[config.mk]
export PLATFORM = sky130hd
export DESIGN_NAME = bdd_ut_ram
export DESIGN_NICKNAME = d
export VERILOG_FILES = /design/src/sv/bdd_ut_ram.sv
export SDC_FILE = /design/constraint.sdc
export NUM_CORES = 2
export LEC_CHECK = 0
export BUFFER_PORTS_ARGS = -buffer_cell sky130_fd_sc_hd__buf_2
export CORE_AREA = 5 5 442 618
export CTS_CLUSTER_DIAMETER = 150
export DETAILED_ROUTE_END_ITERATION = 8
export DIE_AREA = 0 0 447 623
export GPL_TIMING_DRIVEN = 0
export PLACE_DENSITY_LB_ADDON = 0.3
export SLEW_MARGIN = 20
export SYNTH_ARGS = -nofsm -noshare
export SYNTH_HDL_FRONTEND = slang
export SYNTH_SLANG_ARGS = --single-unit
[constraint.sdc]
create_clock -name clk -period 2.9 [get_ports clk]
set_input_delay 0.435 -clock clk [delete_from_list [all_inputs] [get_ports clk]]
set_output_delay 0.435 -clock clk [all_outputs]
set_load 0.02 [all_outputs]
[src/sv/bdd_ut_ram.sv]
`default_nettype none

// simple dual port ram, one write and one registered read per cycle
module bdd_ut_ram #(
    parameter int WIDTH  = 8,
    parameter int DEPTH  = 256,
    parameter int ADDR_W = $clog2(DEPTH)
) (
    input  wire logic              clk,
    input  wire logic              we,
    input  wire logic [ADDR_W-1:0] waddr,
    input  wire logic [WIDTH-1:0]  wdata,
    input  wire logic              re,
    input  wire logic [ADDR_W-1:0] raddr,
    output logic      [WIDTH-1:0]  rdata
);

    logic [WIDTH-1:0] mem [DEPTH];

    // write port
    always_ff @(posedge clk)
    begin
        if (we)
        begin
            mem[waddr] <= wdata;
        end
    end

    // registered read port
    always_ff @(posedge clk)
    begin
        if (re)
        begin
            rdata <= mem[raddr];
        end
    end

endmodule

`default_nettype wire

==> results.toml <==
[worst_setup_path]
worstPathRequired_ns = 3.35
end_kind = "register"
crit_path_start_kind = "input pin"
rr_worst_depth = 6
worstPathMaxFanout = 10
crit_arrival_ns = 3.49
r2r_start = "mem[139][7]$_DFFE_PP_"
reg2reg_slack_ns = 0.07
path_class = "input pin to register"
r2r_end = "rdata[7]$_DFFE_PP_"

[finish]
nFillCells = 24647
drive_gt1_frac = 0.259
area_growth_pct = 16.0
fin_nets = 4024

[timing]
fmax_ghz = 0.329
report.final.setup_viol = 195
fin_crit_sh = 1.05
layout_min_cycle_time_ns = 3.04
relSlewSlack = 0.181
final.setup.tns_ns = -10.27
tightest_slew_ns = 1.23
drv_slew = 0
hold_viol = 0
fin_ws_ns = -0.142
skew_ns = 0.0405
rsz0062_at_grt = "yes"
hold_slack_ns = 0.0264

[clock_tree]
h-tree-depth = 4
clk_path_buf_depth = 4
cts_tree = "built"
cts.sinks = 2056
cts_root_buf = "clkbuf_16"
clk_latency_ns = 0.87
numCtsBuffers = 190
clk_pin_slew_ns = 0.06

[synthesis]
synth_top_area_frac = 0.775
synth_adder_area_share = 0
ys.flop_type = "edfxtp_1"
ys_types = 54
synth-seq-cells = 2056
synth-edff-count = 2056
synth.most_common_cell = "edfxtp_1"
netlist_area_um2 = 79600
synthSimpleGateAreaFrac = 0.0263
yosysTopAreaCell = "edfxtp_1"
synth.net_count = 3760
synth_xor_area_frac = 0
syn_avg_cell_area_um2 = 21.3
netlist_top_cells_area = "edfxtp_1, mux4_2, mux2i_1"
synthArstFlopShare = 0
synth_compound_area_frac = 0.0342
ys_seq_area_frac = 0.775
ys_top_cells_by_count = "edfxtp_1, mux4_2, nor2_1, mux2i_1, a22oi_1"
synthMuxAreaShare = 0.146
ys_warn_count = 0
synth_top_family_by_area = "multiplexers"
netlist_instances = 3733

[floorplan]
ioPinCount = 35
initial_core_util = 0.298
dieArea_um2 = 278000
rows = 225
core_area_um2 = 267000
die_x_um = 447
die_y_um = 623

[detailed_routing]
routedWlPerCell_um = 34.0
viasPerCell = 5.28
ant_nets = 0
totalWireLength_um = 261000
drc = 0
vias = 40471
drt_iter0_drc = 4688
first_pass_iters = 6

[run_status]
status = "complete, but fails checks"
failed_checks = "setup timing"

[placed_design]
place.gp.congestion = 0.934
hpwl_um = 181000
io_buffers = 27

[run]
cap_violations = 0

[worst_hold_path]
hold_path_class = "input pin to register"
worst_hold_path.endpoint = "mem[168][3]$_DFFE_PP_"
whs_path_depth = 1
min-delay-start = "wdata[3]"

[power_and_ir_drop]
total_power_w = 0.0620
leakagePower_nw = 28.0
ir_worst_vdd_uv = 549
p_per_area_nw_per_um2 = 671

[grt]
grt_first_pass_wirelength_um = 351000
gr-total-overflow = 0
grt_usage = 0.183
grt_antenna_before_repair = 21
grt_max_degree = 125
grt_pass1_vias = 40961
## power breakdown
part	internal (W)	switching (W)	leakage (nW)	total (W)
registers	0.0328	0.0000169	18.5	0.0328
logic	0.00121	0.00265	6.51	0.00386
clock network	0.0143	0.0111	2.98	0.0254
total	0.0483	0.0138	28.0	0.0620
## sequential cells by signal, indices dropped and copies added, names as in the netlist
register and cells:
rdata 8, mem 2048
## stage by stage
step                area (um^2)   util  setup WS [ns]  cells
finish                    92400  0.346         -0.142   7671
global route              92400  0.346        -0.0247   7661
CTS                       92300  0.345        0.00765   7660
global placement          84200  0.315          -3.48   7278
floorplan                 79600      -          0.389   3733
detailed placement        85400  0.320          -2.47   7320
## placed cells by master (no fill, tap or decap), types with 11 or more instances in the layout
| cell type | n |
|---|---|
| mux4_2 | 454 |
| buf_4 | 46 |
| nor2b_1 | 30 |
| nand3_1 | 34 |
| a211oi_1 | 14 |
| nor2_1 | 257 |
| buf_8 | 21 |
| nor2_2 | 25 |
| mux2i_1 | 134 |
| nor3_2 | 11 |
| buf_2 | 39 |
| edfxtp_1 | 2056 |
| nor4_4 | 22 |
| buf_16 | 29 |
| clkinv_2 | 30 |
| a21oi_1 | 85 |
| nand2_1 | 33 |
| o22ai_1 | 28 |
| diode_2 | 12 |
| clkbuf_2 | 55 |
| buf_12 | 17 |
| clkbuf_1 | 82 |
| buf_6 | 28 |
| clkinv_1 | 37 |
| clkbuf_16 | 194 |
| a22oi_1 | 132 |
| bufinv_16 | 23 |
| o221ai_1 | 46 |
| a21oi_2 | 11 |
## layer usage
layer / track usage / routed length, um / vias to the layer above
met5: 0 / 99 / -
met4: 0.0960 / 16900 / 14
met3: 0.0310 / 18000 / 536
met2: 0.325 / 135000 / 1886
met1: 0.211 / 91100 / 21806
li1: - / - / 16229
## area by class of cell
class | instances | area [um^2] | share of cell area
clock buffers | 232 | 5000 | 0.0541
clock inverters | 104 | 1100 | 0.0119
repair buffers | 74 | 1280 | 0.0138
inverters | 2 | 11.3 | 0.000122
well taps | 3518 | 4400 | 0.0476
flip-flops and latches | 2056 | 61700 | 0.668
diodes | 12 | 30.0 | 0.000325
multi-input cells | 1442 | 17200 | 0.186
plain buffers | 231 | 1650 | 0.0178
## kinds of logic after synthesis
logic type | count (synthesis)
flip-flops | 2056
multiplexers | 591
AND/OR/NAND/NOR | 466
AO/OA/AOI/OAI | 385
buffers and inverters | 235
## timing repair
action | 4_1_cts | 5_1_grt
pin swaps | 7 | 1
hold buffers | 5 | 0
endpoints found under the setup margin | 16 | 74
resized for setup | 176 | 26
endpoints found under the hold margin | 114 | 0
buffers inserted | 0 | 0
## worst max-delay path: stages
cell	delay, ns
buf_2	0.22
nor2b_1	0.88
nand3_1	0.60
clkbuf_1	0.53
nor2_1	0.81
## worst max path at each step
stage	start	endpoint	slack, ns
global placement	raddr[2]	rdata[1]$_DFFE_PP_	-3.48
detailed placement	raddr[2]	rdata[1]$_DFFE_PP_	-2.47
global route	waddr[0]	mem[177][5]$_DFFE_PP_	-0.02
CTS	waddr[3]	mem[43][2]$_DFFE_PP_	0.008
floorplan	raddr[0]	rdata[2]$_DFFE_PP_	0.39
finish	waddr[5]	mem[233][4]$_DFFE_PP_	-0.14
Power figures use the tool's default switching activity.
